$ cat config.mk
export PLATFORM = sky130hd
export DESIGN_NAME = magnetometer_minmax_calibration
export DESIGN_NICKNAME = d
export VERILOG_FILES = /design/src/hw/rtl/mmc_pkg.sv /design/src/hw/rtl/mmc_config.sv /design/src/hw/rtl/mmc_divider.sv /design/src/hw/rtl/magnetometer_minmax_calibration.sv
export VERILOG_INCLUDE_DIRS = /design/src /design/src/hw/rtl
export SDC_FILE = /design/constraint.sdc
export NUM_CORES = 2
export LEC_CHECK = 0
export BUFFER_PORTS_ARGS = -buffer_cell sky130_fd_sc_hd__buf_2
export CORE_UTILIZATION = 58
export CTS_CLUSTER_DIAMETER = 80
export CTS_CLUSTER_SIZE = 25
export DETAILED_ROUTE_END_ITERATION = 12
export MAX_ROUTING_LAYER = met4
export PLACE_DENSITY = 0.75
export SETUP_SLACK_MARGIN = 0.3
export SKIP_LAST_GASP = 1
export SYNTH_ARGS = -nofsm -noshare
export SYNTH_HDL_FRONTEND = slang
export SYNTH_SLANG_ARGS = --single-unit
$ cat constraint.sdc
create_clock -name aclk -period 8.6 [get_ports aclk]
set_clock_uncertainty 0.1 [all_clocks]
set_input_delay 0.86 -clock aclk [delete_from_list [all_inputs] [get_ports aclk]]
set_output_delay 0.86 -clock aclk [all_outputs]
set_load 0.005 [all_outputs]
$ cat src/hw/rtl/assert_macros.svh
// assertion macros shared by the divider and top-level rtl files
`ifndef ASSERT_MACROS_SVH
`define ASSERT_MACROS_SVH

// clocked assertion with explicit clock and active-low reset
`define MMC_ASSERT_CLK(label, clk, rstn, prop, msg) \
    label: assert property (@(posedge clk) disable iff (!rstn) prop) else $error(msg);

// clocked assertion on the block clock and reset
`define MMC_ASSERT(label, prop, msg) \
    `MMC_ASSERT_CLK(label, aclk, aresetn, prop, msg)

`endif

$ cat src/hw/rtl/mmc_pkg.sv
// shared types and constants for the magnetometer min/max calibration block
package mmc_pkg;

    localparam int FIELD_W        = 18;
    localparam int SCALE_W        = 16;
    localparam int WEIGHT_W       = 8;
    localparam int THR_W          = 16;
    localparam int LIMIT_W        = 16;
    localparam int CFG_IDX_W      = 2;
    localparam int CFG_DATA_W     = 16;
    localparam int DEN_W          = 20;
    localparam int SUM_W          = 20;
    localparam int RANGE_W        = 18;
    localparam int Q412_SHIFT     = 12;
    localparam int FILT_FRAC_DEF  = 6;
    localparam int DIV_NUM_W_DEF  = 32;
    localparam int AXES           = 3;
    localparam int AX_W           = 2;
    localparam int S_TDATA_W      = 56;
    localparam int M_TDATA_W      = 104;
    localparam int M_TUSER_W      = 2;

    localparam logic [AX_W-1:0]     AX_FIRST   = 2'd0;
    localparam logic [AX_W-1:0]     AX_LAST    = 2'd2;
    localparam logic [SCALE_W-1:0]  UNITY_Q412 = 16'd4096;
    localparam logic [SCALE_W-1:0]  SCALE_MAX  = 16'hFFFF;
    localparam logic [LIMIT_W-1:0]  COUNT_MAX  = 16'hFFFF;

    localparam logic [WEIGHT_W-1:0] WEIGHT_RST = 8'd8;
    localparam logic [THR_W-1:0]    THR_RST    = 16'd5;
    localparam logic [LIMIT_W-1:0]  LIMIT_RST  = 16'd1000;

    localparam logic [CFG_IDX_W-1:0] CFG_FILTER_WEIGHT    = 2'd0;
    localparam logic [CFG_IDX_W-1:0] CFG_GROWTH_THRESHOLD = 2'd1;
    localparam logic [CFG_IDX_W-1:0] CFG_SETTLE_LIMIT     = 2'd2;

    typedef struct packed {
        logic [WEIGHT_W-1:0] filter_weight;
        logic [THR_W-1:0]    growth_threshold;
        logic [LIMIT_W-1:0]  settle_limit;
    } cfg_regs_t;

    typedef enum logic [3:0] {
        ST_IDLE,
        ST_DECODE,
        ST_MUL,
        ST_NUM,
        ST_DIV,
        ST_EXT,
        ST_COUNT,
        ST_SCALE,
        ST_SDIV,
        ST_OUT
    } state_t;

endpackage

$ cat src/hw/rtl/mmc_config.sv
// configuration register file with write channel
module mmc_config import mmc_pkg::*; (
    input  logic                  aclk,
    input  logic                  aresetn,
    input  logic                  cfg_valid,
    output logic                  cfg_ready,
    input  logic [CFG_IDX_W-1:0]  cfg_index,
    input  logic [CFG_DATA_W-1:0] cfg_data,
    output cfg_regs_t             cfg
);

    cfg_regs_t cfg_reg;

    assign cfg_ready = aresetn;
    assign cfg       = cfg_reg;

    always_ff @(posedge aclk) begin
        if (!aresetn) begin
            cfg_reg.filter_weight    <= WEIGHT_RST;
            cfg_reg.growth_threshold <= THR_RST;
            cfg_reg.settle_limit     <= LIMIT_RST;
        end else if (cfg_valid && cfg_ready) begin
            unique case (cfg_index)
                CFG_FILTER_WEIGHT: begin
                    cfg_reg.filter_weight <= cfg_data[WEIGHT_W-1:0];
                end
                CFG_GROWTH_THRESHOLD: begin
                    cfg_reg.growth_threshold <= cfg_data[THR_W-1:0];
                end
                CFG_SETTLE_LIMIT: begin
                    cfg_reg.settle_limit <= cfg_data[LIMIT_W-1:0];
                end
                default: begin
                end
            endcase
        end
    end

endmodule

$ cat src/hw/rtl/mmc_divider.sv
// shared restoring divider, one quotient bit per cycle
`include "assert_macros.svh"

module mmc_divider import mmc_pkg::*; #(
    parameter int NUM_W = DIV_NUM_W_DEF
) (
    input  logic             aclk,
    input  logic             aresetn,
    input  logic             start,
    input  logic [NUM_W-1:0] numer,
    input  logic [DEN_W-1:0] denom,
    output logic             busy,
    output logic             done,
    output logic [NUM_W-1:0] quot,
    output logic             rem_nz
);

    localparam int CNT_W = $clog2(NUM_W + 1);

    logic [DEN_W-1:0] rem_reg;
    logic [DEN_W-1:0] rem_next;
    logic [NUM_W-1:0] quot_reg;
    logic [DEN_W-1:0] denom_reg;
    logic [CNT_W-1:0] cnt_reg;
    logic             busy_reg;
    logic             done_reg;
    logic [DEN_W:0]   partial;
    logic [DEN_W+1:0] trial;
    logic             fits;

    assign partial  = {rem_reg, quot_reg[NUM_W-1]};
    assign trial    = {1'b0, partial} - {2'b00, denom_reg};
    assign fits     = !trial[DEN_W+1];
    assign rem_next = fits ? trial[DEN_W-1:0] : partial[DEN_W-1:0];

    always_ff @(posedge aclk) begin
        if (!aresetn) begin
            busy_reg <= 1'b0;
            done_reg <= 1'b0;
            cnt_reg  <= '0;
        end else begin
            done_reg <= 1'b0;
            if (start) begin
                busy_reg <= 1'b1;
                cnt_reg  <= '0;
            end else if (busy_reg) begin
                if (cnt_reg == CNT_W'(NUM_W - 1)) begin
                    busy_reg <= 1'b0;
                    done_reg <= 1'b1;
                end else begin
                    cnt_reg <= cnt_reg + 1'b1;
                end
            end
        end
    end

    always_ff @(posedge aclk) begin
        if (start) begin
            rem_reg   <= '0;
            quot_reg  <= numer;
            denom_reg <= denom;
        end else if (busy_reg) begin
            rem_reg  <= rem_next;
            quot_reg <= {quot_reg[NUM_W-2:0], fits};
        end
    end

    assign busy   = busy_reg;
    assign done   = done_reg;
    assign quot   = quot_reg;
    assign rem_nz = |rem_reg;

    `MMC_ASSERT(a_start_when_free, start |-> !busy_reg, "divider started while busy")
    `MMC_ASSERT(a_done_after_run, done_reg |-> $past(busy_reg), "divider done without a run")
    `MMC_ASSERT(a_rem_below_denom, busy_reg |-> rem_reg < denom_reg, "remainder not below divisor")

endmodule

$ cat src/hw/rtl/magnetometer_minmax_calibration.sv
// magnetometer min/max calibration top level: sequencer and datapath
// a completing word adds up to three scale divisions on the shared divider
// words are taken one at a time, only in the idle state, as the serial divider is shared
// the next word is taken while the last result waits
// aresetn is synchronous, active low: zero state, unity scale, default registers
`include "assert_macros.svh"

module magnetometer_minmax_calibration import mmc_pkg::*; #(
    parameter int FILTER_FRAC_BITS = FILT_FRAC_DEF
) (
    input  logic                  aclk,
    input  logic                  aresetn,
    input  logic                  s_tvalid,
    output logic                  s_tready,
    // field_x, field_y, field_z
    input  logic [S_TDATA_W-1:0]  s_tdata,
    // start_req
    input  logic                  s_tuser,
    output logic                  m_tvalid,
    input  logic                  m_tready,
    // bias_x, bias_y, bias_z, scale_x, scale_y, scale_z
    output logic [M_TDATA_W-1:0]  m_tdata,
    // busy_res, done_res
    output logic [M_TUSER_W-1:0]  m_tuser,
    input  logic                  cfg_valid,
    output logic                  cfg_ready,
    input  logic [CFG_IDX_W-1:0]  cfg_index,
    input  logic [CFG_DATA_W-1:0] cfg_data
);

    localparam int FILT_W = FIELD_W + FILTER_FRAC_BITS;
    localparam int PROD_W = FILT_W + WEIGHT_W + 1;
    localparam int MAG_W  = FILT_W + WEIGHT_W;
    localparam int DIV_NW = (MAG_W > DIV_NUM_W_DEF) ? MAG_W : DIV_NUM_W_DEF;
    localparam int DQ_W   = DIV_NW + 1;

    cfg_regs_t cfg;

    state_t state_reg;
    state_t state_next;

    logic [AX_W-1:0]           ax_reg;
    logic                      start_in_reg;
    logic signed [FIELD_W-1:0] samp_reg [AXES];
    logic signed [FILT_W-1:0]  filt_reg [AXES];
    logic signed [FIELD_W-1:0] max_reg [AXES];
    logic signed [FIELD_W-1:0] min_reg [AXES];
    logic signed [FIELD_W-1:0] bias_reg [AXES];
    logic [SCALE_W-1:0]        scale_reg [AXES];
    logic [LIMIT_W-1:0]        count_reg;
    logic                      collecting_reg;
    logic                      done_flag_reg;
    logic [FIELD_W-1:0]        growth_reg;
    logic signed [PROD_W-1:0]  prod_reg;
    logic                      neg_reg;
    logic [SUM_W-1:0]          sum_reg;
    logic                      m_tvalid_reg;
    logic [M_TDATA_W-1:0]      m_tdata_reg;
    logic [M_TUSER_W-1:0]      m_tuser_reg;

    logic [WEIGHT_W-1:0]       k_eff;
    logic [WEIGHT_W-1:0]       k_minus1;
    logic signed [PROD_W-1:0]  num;
    logic [PROD_W-1:0]         num_mag;
    logic signed [DQ_W-1:0]    q_signed;
    logic signed [DQ_W-1:0]    q_floor;
    logic signed [FIELD_W-1:0] whole_cur;
    logic signed [FIELD_W:0]   up_diff;
    logic signed [FIELD_W:0]   down_diff;
    logic [FIELD_W-1:0]        growth_step;
    logic [LIMIT_W-1:0]        count_new;
    logic                      complete;
    logic signed [FIELD_W:0]   range_full [AXES];
    logic [RANGE_W-1:0]        range_ax [AXES];
    logic signed [FIELD_W:0]   mid_sum [AXES];
    logic [RANGE_W-1:0]        range_cur;
    logic [DEN_W-1:0]          range3;
    logic [SCALE_W-1:0]        scale_sat;
    logic                      last_ax;
    logic                      out_load;
    logic                      div_wait;

    logic                      div_start;
    logic [DIV_NW-1:0]         div_numer;
    logic [DEN_W-1:0]          div_denom;
    logic                      div_busy;
    logic                      div_done;
    logic [DIV_NW-1:0]         div_quot;
    logic                      div_rem_nz;

    mmc_config u_config (
        .aclk      (aclk),
        .aresetn   (aresetn),
        .cfg_valid (cfg_valid),
        .cfg_ready (cfg_ready),
        .cfg_index (cfg_index),
        .cfg_data  (cfg_data),
        .cfg       (cfg)
    );

    mmc_divider #(
        .NUM_W (DIV_NW)
    ) u_divider (
        .aclk    (aclk),
        .aresetn (aresetn),
        .start   (div_start),
        .numer   (div_numer),
        .denom   (div_denom),
        .busy    (div_busy),
        .done    (div_done),
        .quot    (div_quot),
        .rem_nz  (div_rem_nz)
    );

    // filter arithmetic
    assign k_eff    = (cfg.filter_weight == '0) ? WEIGHT_W'(1) : cfg.filter_weight;
    assign k_minus1 = k_eff - WEIGHT_W'(1);
    assign num      = prod_reg + (PROD_W'(samp_reg[ax_reg]) <<< FILTER_FRAC_BITS);
    assign num_mag  = num[PROD_W-1] ? PROD_W'(-num) : PROD_W'(num);
    assign q_signed = $signed({1'b0, div_quot});
    assign q_floor  = neg_reg ? (-q_signed - $signed(DQ_W'(div_rem_nz))) : q_signed;

    // extreme tracking
    assign whole_cur = filt_reg[ax_reg][FILT_W-1:FILTER_FRAC_BITS];
    assign up_diff   = (FIELD_W+1)'(whole_cur) - (FIELD_W+1)'(max_reg[ax_reg]);
    assign down_diff = (FIELD_W+1)'(min_reg[ax_reg]) - (FIELD_W+1)'(whole_cur);

    always_comb begin
        growth_step = growth_reg;
        if (whole_cur > max_reg[ax_reg] && up_diff[FIELD_W-1:0] > growth_step) begin
            growth_step = up_diff[FIELD_W-1:0];
        end
        if (whole_cur < min_reg[ax_reg] && down_diff[FIELD_W-1:0] > growth_step) begin
            growth_step = down_diff[FIELD_W-1:0];
        end
    end

    // quiet counter
    always_comb begin
        if (growth_reg > FIELD_W'(cfg.growth_threshold)) begin
            count_new = '0;
        end else if (count_reg == COUNT_MAX) begin
            count_new = count_reg;
        end else begin
            count_new = count_reg + 1'b1;
        end
    end
    assign complete = count_new >= cfg.settle_limit;

    // per-axis ranges and midpoints
    always_comb begin
        for (int i = 0; i < AXES; i++) begin
            range_full[i] = (FIELD_W+1)'(max_reg[i]) - (FIELD_W+1)'(min_reg[i]);
            range_ax[i]   = range_full[i][RANGE_W-1:0];
            mid_sum[i]    = (FIELD_W+1)'(max_reg[i]) + (FIELD_W+1)'(min_reg[i]);
        end
    end

    assign range_cur = range_ax[ax_reg];
    assign range3    = DEN_W'({range_cur, 1'b0}) + DEN_W'(range_cur);
    assign scale_sat = (|div_quot[DIV_NW-1:SCALE_W]) ? SCALE_MAX : div_quot[SCALE_W-1:0];
    assign last_ax   = (ax_reg == AX_LAST);

    // divider operand select
    assign div_start = (state_reg == ST_NUM) || (state_reg == ST_SCALE && range_cur != '0);
    assign div_numer = (state_reg == ST_NUM) ? DIV_NW'(num_mag[MAG_W-1:0])
                                             : DIV_NW'({sum_reg, {Q412_SHIFT{1'b0}}});
    assign div_denom = (state_reg == ST_NUM) ? DEN_W'(k_eff) : range3;

    assign out_load = (state_reg == ST_OUT) && (!m_tvalid_reg || m_tready);
    assign div_wait = (state_reg == ST_DIV) || (state_reg == ST_SDIV);

    always_ff @(posedge aclk) begin
        if (!aresetn) begin
            state_reg <= ST_IDLE;
        end else begin
            state_reg <= state_next;
        end
    end

    always_comb begin
        state_next = state_reg;
        s_tready   = 1'b0;
        unique case (state_reg)
            ST_IDLE: begin
                s_tready = aresetn;
                if (s_tvalid) begin
                    state_next = ST_DECODE;
                end
            end
            ST_DECODE: begin
                if (!start_in_reg && collecting_reg) begin
                    state_next = ST_MUL;
                end else begin
                    state_next = ST_OUT;
                end
            end
            ST_MUL: begin
                state_next = ST_NUM;
            end
            ST_NUM: begin
                state_next = ST_DIV;
            end
            ST_DIV: begin
                if (div_done) begin
                    state_next = ST_EXT;
                end
            end
            ST_EXT: begin
                state_next = last_ax ? ST_COUNT : ST_MUL;
            end
            ST_COUNT: begin
                state_next = complete ? ST_SCALE : ST_OUT;
            end
            ST_SCALE: begin
                if (range_cur != '0) begin
                    state_next = ST_SDIV;
                end else if (last_ax) begin
                    state_next = ST_OUT;
                end
            end
            ST_SDIV: begin
                if (div_done) begin
                    state_next = last_ax ? ST_OUT : ST_SCALE;
                end
            end
            ST_OUT: begin
                if (out_load) begin
                    state_next = ST_IDLE;
                end
            end
            default: begin
                state_next = ST_IDLE;
            end
        endcase
    end

    // calibration state
    always_ff @(posedge aclk) begin
        if (!aresetn) begin
            ax_reg         <= AX_FIRST;
            count_reg      <= '0;
            collecting_reg <= 1'b0;
            done_flag_reg  <= 1'b0;
            for (int i = 0; i < AXES; i++) begin
                filt_reg[i]  <= '0;
                max_reg[i]   <= '0;
                min_reg[i]   <= '0;
                bias_reg[i]  <= '0;
                scale_reg[i] <= UNITY_Q412;
            end
        end else begin
            case (state_reg)
                ST_DECODE: begin
                    ax_reg        <= AX_FIRST;
                    done_flag_reg <= 1'b0;
                    if (start_in_reg) begin
                        for (int i = 0; i < AXES; i++) begin
                            max_reg[i] <= samp_reg[i];
                            min_reg[i] <= samp_reg[i];
                        end
                        count_reg      <= '0;
                        collecting_reg <= 1'b1;
                    end
                end
                ST_DIV: begin
                    if (div_done) begin
                        filt_reg[ax_reg] <= q_floor[FILT_W-1:0];
                    end
                end
                ST_EXT: begin
                    if (whole_cur > max_reg[ax_reg]) begin
                        max_reg[ax_reg] <= whole_cur;
                    end
                    if (whole_cur < min_reg[ax_reg]) begin
                        min_reg[ax_reg] <= whole_cur;
                    end
                    if (!last_ax) begin
                        ax_reg <= ax_reg + 1'b1;
                    end
                end
                ST_COUNT: begin
                    count_reg <= count_new;
                    ax_reg    <= AX_FIRST;
                    if (complete) begin
                        for (int i = 0; i < AXES; i++) begin
                            bias_reg[i] <= mid_sum[i][FIELD_W:1];
                        end
                    end
                end
                ST_SCALE: begin
                    if (range_cur == '0) begin
                        scale_reg[ax_reg] <= (sum_reg == '0) ? UNITY_Q412 : SCALE_MAX;
                        if (last_ax) begin
                            collecting_reg <= 1'b0;
                            done_flag_reg  <= 1'b1;
                        end else begin
                            ax_reg <= ax_reg + 1'b1;
                        end
                    end
                end
                ST_SDIV: begin
                    if (div_done) begin
                        scale_reg[ax_reg] <= scale_sat;
                        if (last_ax) begin
                            collecting_reg <= 1'b0;
                            done_flag_reg  <= 1'b1;
                        end else begin
                            ax_reg <= ax_reg + 1'b1;
                        end
                    end
                end
                default: begin
                end
            endcase
        end
    end

    // working registers
    always_ff @(posedge aclk) begin
        case (state_reg)
            ST_IDLE: begin
                if (s_tvalid) begin
                    start_in_reg <= s_tuser;
                    samp_reg[0]  <= s_tdata[FIELD_W-1:0];
                    samp_reg[1]  <= s_tdata[2*FIELD_W-1:FIELD_W];
                    samp_reg[2]  <= s_tdata[3*FIELD_W-1:2*FIELD_W];
                end
            end
            ST_DECODE: begin
                growth_reg <= '0;
            end
            ST_MUL: begin
                prod_reg <= PROD_W'(filt_reg[ax_reg]) * PROD_W'($signed({1'b0, k_minus1}));
            end
            ST_NUM: begin
                neg_reg <= num[PROD_W-1];
            end
            ST_EXT: begin
                growth_reg <= growth_step;
            end
            ST_COUNT: begin
                sum_reg <= SUM_W'(range_ax[0]) + SUM_W'(range_ax[1]) + SUM_W'(range_ax[2]);
            end
            default: begin
            end
        endcase
    end

    // output register
    always_ff @(posedge aclk) begin
        if (!aresetn) begin
            m_tvalid_reg <= 1'b0;
        end else if (out_load) begin
            m_tvalid_reg <= 1'b1;
        end else if (m_tready) begin
            m_tvalid_reg <= 1'b0;
        end
    end

    always_ff @(posedge aclk) begin
        if (out_load) begin
            m_tdata_reg <= {2'b00, scale_reg[2], scale_reg[1], scale_reg[0],
                            bias_reg[2], bias_reg[1], bias_reg[0]};
            m_tuser_reg <= {done_flag_reg, collecting_reg};
        end
    end

    assign m_tvalid = m_tvalid_reg;
    assign m_tdata  = m_tdata_reg;
    assign m_tuser  = m_tuser_reg;

    `MMC_ASSERT(a_minmax_x, collecting_reg |-> max_reg[0] >= min_reg[0], "x max below min")
    `MMC_ASSERT(a_minmax_y, collecting_reg |-> max_reg[1] >= min_reg[1], "y max below min")
    `MMC_ASSERT(a_minmax_z, collecting_reg |-> max_reg[2] >= min_reg[2], "z max below min")
    `MMC_ASSERT(a_done_ends_run, m_tvalid && m_tuser[1] |-> !m_tuser[0], "done while busy")
    `MMC_ASSERT(a_div_in_wait, div_busy |-> div_wait, "divider running outside a wait state")
    `MMC_ASSERT(a_accept, s_tvalid && s_tready |=> state_reg == ST_DECODE, "word not decoded")

endmodule

[Word-level counts from Yosys, hierarchy flattened]
Memory sizes are Yosys's and may differ from the RTL's. A register that Yosys moved wholly into a read port is not among the register bits.
Cells that the tools add are included.
Operators by class
  add/subtract/negate cells: 20
  multipliers: 1
  order comparisons: 7
  eq/ne operators: 21
  mux-type cells: 112
  bitwise logic cells: 14
  reductions and logical operators: 42
Operator list (count)
  2-to-1 mux 18 bit: 15
  2-to-1 mux 32 bit: 4
  2-to-1 mux 16 bit: 7
  subtractor 18 bit: 5
  adder 18 x 18 -> 19 bit: 4
  greater-than comparator 18 bit: 3
  2-to-1 mux 1 bit: 49
  2-to-1 mux 24 bit: 2
  adder 19 x 18 -> 20 bit: 2
  case mux 4 bit (10 select lines): 1
  binary-select mux 18 bit (select 2 bit): 1
  2-to-1 mux 4 bit: 9
  case mux 18 bit (2 select lines): 1
  OR reduction 18 bit: 2
  adder 33 x 24 -> 33 bit: 1
  multiplier 24 x 9 -> 33 bit: 1
  negator 32 bit: 1
  case mux 16 bit (2 select lines): 1
  OR reduction 16 bit: 2
  2-to-1 mux 2 bit: 15
  negator 24 bit: 1
  OR reduction 24 bit: 1
  subtractor 24 x 2 -> 24 bit: 1
  subtractor 21 x 20 -> 22 bit: 1
  other kinds (46): 87
Word-level totals
  register bits: 220
  bits in writable memories: 336
  output and inout bits: 109
  logic and storage cells: 245
  memories kept: 6
Memory list
  filt_reg: words 3, width 24, rd ports 1, clocked after Yosys merged registers in 1, write ports 3, line magnetometer_minmax_calibration.sv:45  | logic signed [FILT_W-1:0] filt_reg [AXES];
  bias_reg: words 3, width 18, rd ports 3, clocked after Yosys merged registers in 3, write ports 3, line magnetometer_minmax_calibration.sv:48  | logic signed [FIELD_W-1:0] bias_reg [AXES];
  max_reg: words 3, width 18, rd ports 4, clocked after Yosys merged registers in 1, write ports 3, line magnetometer_minmax_calibration.sv:46  | logic signed [FIELD_W-1:0] max_reg [AXES];
  min_reg: words 3, width 18, rd ports 4, clocked after Yosys merged registers in 1, write ports 3, line magnetometer_minmax_calibration.sv:47  | logic signed [FIELD_W-1:0] min_reg [AXES];
  samp_reg: words 3, width 18, rd ports 4, clocked after Yosys merged registers in 1, write ports 3, line magnetometer_minmax_calibration.sv:44  | logic signed [FIELD_W-1:0] samp_reg [AXES];
  scale_reg: words 3, width 16, rd ports 3, clocked after Yosys merged registers in 3, write ports 3, line magnetometer_minmax_calibration.sv:49  | logic [SCALE_W-1:0] scale_reg [AXES];

[Depth between registers and ports, before layout]
An unclocked memory read counts as a cell.
  word-level depth: 13
  depth in mapped cells: 39

[Hierarchy]
Synthesis repeated with hierarchy kept, for this count alone.
Second synthesis, totals
  cells, all modules: 4983
  area, all modules: 50505.9 µm²
Modules (own cells, without submodules)
  magnetometer_minmax_calibration: instances 1, cells an instance 4451, area each 44670.3 µm², sequential area each 17747.0 µm²
  mmc_divider: instances 1, cells an instance 369, area each 4240.3 µm², sequential area each 2122.0 µm²
  mmc_config: instances 1, cells an instance 163, area each 1595.3 µm², sequential area each 800.8 µm²

[Worst setup path after synthesis]
OpenSTA, ideal clock, no wires.
  path kind: input to register
  start: input m_tready
  end: register m_tdata_reg[0], in the netlist m_tdata[0] (read register of bias_reg), enable pin
  setup time: 0.694 ns
  arrival time: 7.977 ns
  required time: 7.806 ns
  setup slack: -0.171 ns
  stages: 2
  buffers on the path: 0
  path through: nor2b_1 nor3_1
On the way
  word-level cells in the longest chain between the ends: 2
RTL lines
  start, declared: line magnetometer_minmax_calibration.sv:20  | input logic m_tready,
  logical OR 1 bit: line magnetometer_minmax_calibration.sv:170  | assign out_load = (state_reg == ST_OUT) && (!m_tvalid_reg || m_tready);
  logical AND 1 bit: line magnetometer_minmax_calibration.sv:170
  via out_load: line magnetometer_minmax_calibration.sv:80  | logic out_load;
  end, declared: line magnetometer_minmax_calibration.sv:58  | logic [M_TDATA_W-1:0] m_tdata_reg;
The timed path passes the listed nets, and every way through them passes these cells.
A chain may end at the register's enable or synchronous reset.

[Final worst setup path]
  start: register u_config.cfg_reg, in the netlist u_config.cfg[34]
  end: register prod_reg[32] (data pin)
On the way
  word-level cells in the longest chain between the ends: 4
RTL lines
  start, declared: line mmc_config.sv:12  | cfg_regs_t cfg_reg;
  zero test 8 bit: line magnetometer_minmax_calibration.sv:116  | assign k_eff = (cfg.filter_weight == '0) ? WEIGHT_W'(1) : cfg.filter_weight;
  2-to-1 mux 8 bit (*): line magnetometer_minmax_calibration.sv:116
  subtractor 8 x 1 -> 8 bit (*): line magnetometer_minmax_calibration.sv:117  | assign k_minus1 = k_eff - WEIGHT_W'(1);
  multiplier 24 x 9 -> 33 bit (*): line magnetometer_minmax_calibration.sv:334  | prod_reg <= PROD_W'(filt_reg[ax_reg]) * PROD_W'($signed({1'b0, k_minus1}));
  end signal, assigned: line magnetometer_minmax_calibration.sv:334
  end, declared: line magnetometer_minmax_calibration.sv:54  | logic signed [PROD_W-1:0] prod_reg;
Every way passes the cells marked *; elsewhere a longest branch is shown, timed or not.

==> results.cfg <==
[place]
place_area_um2 = 52060
numPortBuffers = 184
place.gp.congestion = 1.061
hpwl_mm = 113.5

[clocking]
numCtsBuffers = 43
worstSkewPairLatency_ns = 0.62
cts_root_buf = clkbuf_16
clock-sinks = 720
clock_path_buffers = 3
postCtsHoldBufs = 0
cts_htree_levels = 2
cts_tree = built
path_clk_slew_ns = 0.10

[sta]
maxSlewViolCount = 0
hold_viol_final = 0
period_share_pct = 92.78
layout_min_cycle_time_ns = 7.979
worst_slew_pin_slew_ns = 1.277
finalSetupTns_ns = 0
setup_viol = 0
rsz0062_at_grt = false
max_freq_ghz = 0.1253
holdWs_ns = 0.3107
slew-limit-headroom_pct = 12.68

[synth]
synth_area_um2 = 49740
yosys_warnings = 0
netlist_instances = 4930
synth-async-reset-ratio_pct = 0
ys_top_cells_by_area = edfxtp_1 (38%), ha_1 (10%), fa_1 (7.2%)
yosysSeqAreaShare_pct = 41.55
ys_seq_elements = 720
synth.most_common_cell = edfxtp_1
syn_avg_cell_area_um2 = 10.09
synth_top_area_share_pct = 37.73
yosys-top-cells-count = edfxtp_1 (625), inv_1 (539), nor2_1 (530)
synth-edff-count = 625
yosys.area.top_type = edfxtp_1
synthFlopType = edfxtp_1
synth_cell_types = 86

[global_route]
grt-ovfl-total = 0
antenna_found_initial = 5
grt_max_degree = 73
track_usage_pct = 34.05
grt_pass1_wl_mm = 214.0
grt_pass1_vias = 35385

[run]
maxCapViolations = 0

[cells_and_area]
diodes = 0
layout-drive-gt1-share_pct = 9.451
area_growth_pct = 7.838
nNetsFinal = 5714
ff_latch_area_um2 = 20680
multi_input_area_um2 = 26400
largest_reg_flops = 102
fin_area_um2 = 53640
n_fill_cell = 6861

[drt]
wirelength_mm = 144.3
drt_first_iter_violations = 3961
post-route-drc-count = 0
ant_nets = 0
routedWlPerCell_um = 23.19
routed_via_density = 6.096
vias = 37933
dr.pass1.iters = 6

[setup_path]
critPathRequiredTime_ns = 8.95
cp-start-kind = register
crit_family = adder cells
crit_path_start = u_config.cfg[34]$_SDFFE_PN0P_
critPathSlowestCell = or4_1
cp_max_fo = 15
crit_arrival_ns = 8.33
critical_path_class = reg2reg
path_buf_inv = 5
critPathMaxStageDelay_ns = 0.65
endpoint_kind = register
r2r_start = u_config.cfg[34]$_SDFFE_PN0P_

[die]
die_height_um = 294.9
core_area_um2 = 85010
pin_count = 189
die_x_um = 294.9
row_count = 107
initial_core_util_pct = 58.51
fp.dieArea_um2 = 86940

[hold_path]
min_from = bias_reg[0][28]$_SDFFCE_PN0P_
hold_class = reg2reg

[run_status]
status = finished clean
logic make-up (layout without fill, tap and decap cells):
family / Yosys count / after routing / share of synthesized area, %
and+or+nand+nor: 1389 / 1389 / 12.66
AOI/OAI and AO/OA: 1047 / 1047 / 13.37
buffers and inverters: 743 / 891 / 5.637
DFF: 720 / 720 / 41.55
adders and majority gates: 584 / 584 / 17.41
xor gates and xnor gates: 259 / 259 / 4.560
muxes: 187 / 187 / 4.807
other: 1 / 2 / 0.007539
layout by cell type (no fill, tap or decap), drive strengths merged, types with 25 or more instances in the layout:
| cell type | synthesis | layout |
|---|---|---|
| inv | 540 | 549 |
| nand4 | 48 | 48 |
| ha | 404 | 404 |
| o21ai | 326 | 326 |
| nand3 | 70 | 70 |
| a21o | 100 | 100 |
| o31ai | 39 | 39 |
| nand2 | 397 | 397 |
| a211oi | 33 | 33 |
| xor2 | 78 | 78 |
| nor3 | 66 | 66 |
| or3 | 28 | 28 |
| clkbuf | 178 | 54 |
| a21oi | 251 | 251 |
| mux4 | 37 | 37 |
| mux2 | 45 | 45 |
| nor2 | 530 | 530 |
| mux2i | 105 | 105 |
| o21a | 42 | 42 |
| xnor2 | 181 | 181 |
| o211ai | 29 | 29 |
| fa | 180 | 180 |
| o21bai | 45 | 45 |
| edfxtp | 625 | 625 |
| nor4 | 25 | 25 |
| nor2b | 41 | 41 |
| buf | 24 | 276 |
| dfxtp | 95 | 95 |
| and3 | 31 | 31 |
| nand2b | 75 | 75 |
area by class of cell:
cell class                 instances  share of cell area [%]
sequential                       720                   38.55
inverter                         541                   3.786
tap                             1144                   2.668
timing repair buffer             276                   3.079
clock buffer                      54                   2.123
multi-input combinational       3468                   49.21
clock inverter                    20                  0.5854
timing repair:
action                                  in CTS  in global routing
setup buffers                                0                  7
resized for setup                            0                 15
endpoints found under the setup margin       0                 26
per-layer routing:
layer	track usage, %	vias up	routed length [um]
met4	13.68	0	6734
met1	46.17	18270	57980
met5	-	-	0
li1	-	17508	-
met2	49.66	1894	62750
met3	7.383	261	16820
path summary, 6_finish.rpt:
| path | to | slack [ns] | cells after the start |
|---|---|---|---|
| max | prod_reg[32]$_DFFE_PP_ | 0.62 | 28 |
| min | m_tdata[28]$_DFFE_PP_ | 0.31 | 0 |
| max reg2reg | prod_reg[32]$_DFFE_PP_ | 0.62 | 28 |
| min reg2reg | m_tdata[28]$_DFFE_PP_ | 0.31 | 0 |
stage by stage:
stage | utilization (%) | setup WS (ns) | instances
after global placement | 61.24 | 0.4539 | 6142
final | 63.10 | 0.6213 | 6223
after global routing | 63.10 | 0.3000 | 6223
after floorplan | - | 0.3233 | 4931
after CTS | 62.95 | 0.3570 | 6216
after detailed placement | 61.24 | 0.4361 | 6142
Power is left out: the tool's default activity adds up to more than one toggle a clock period on the data nets, which glitch-free logic cannot reach.
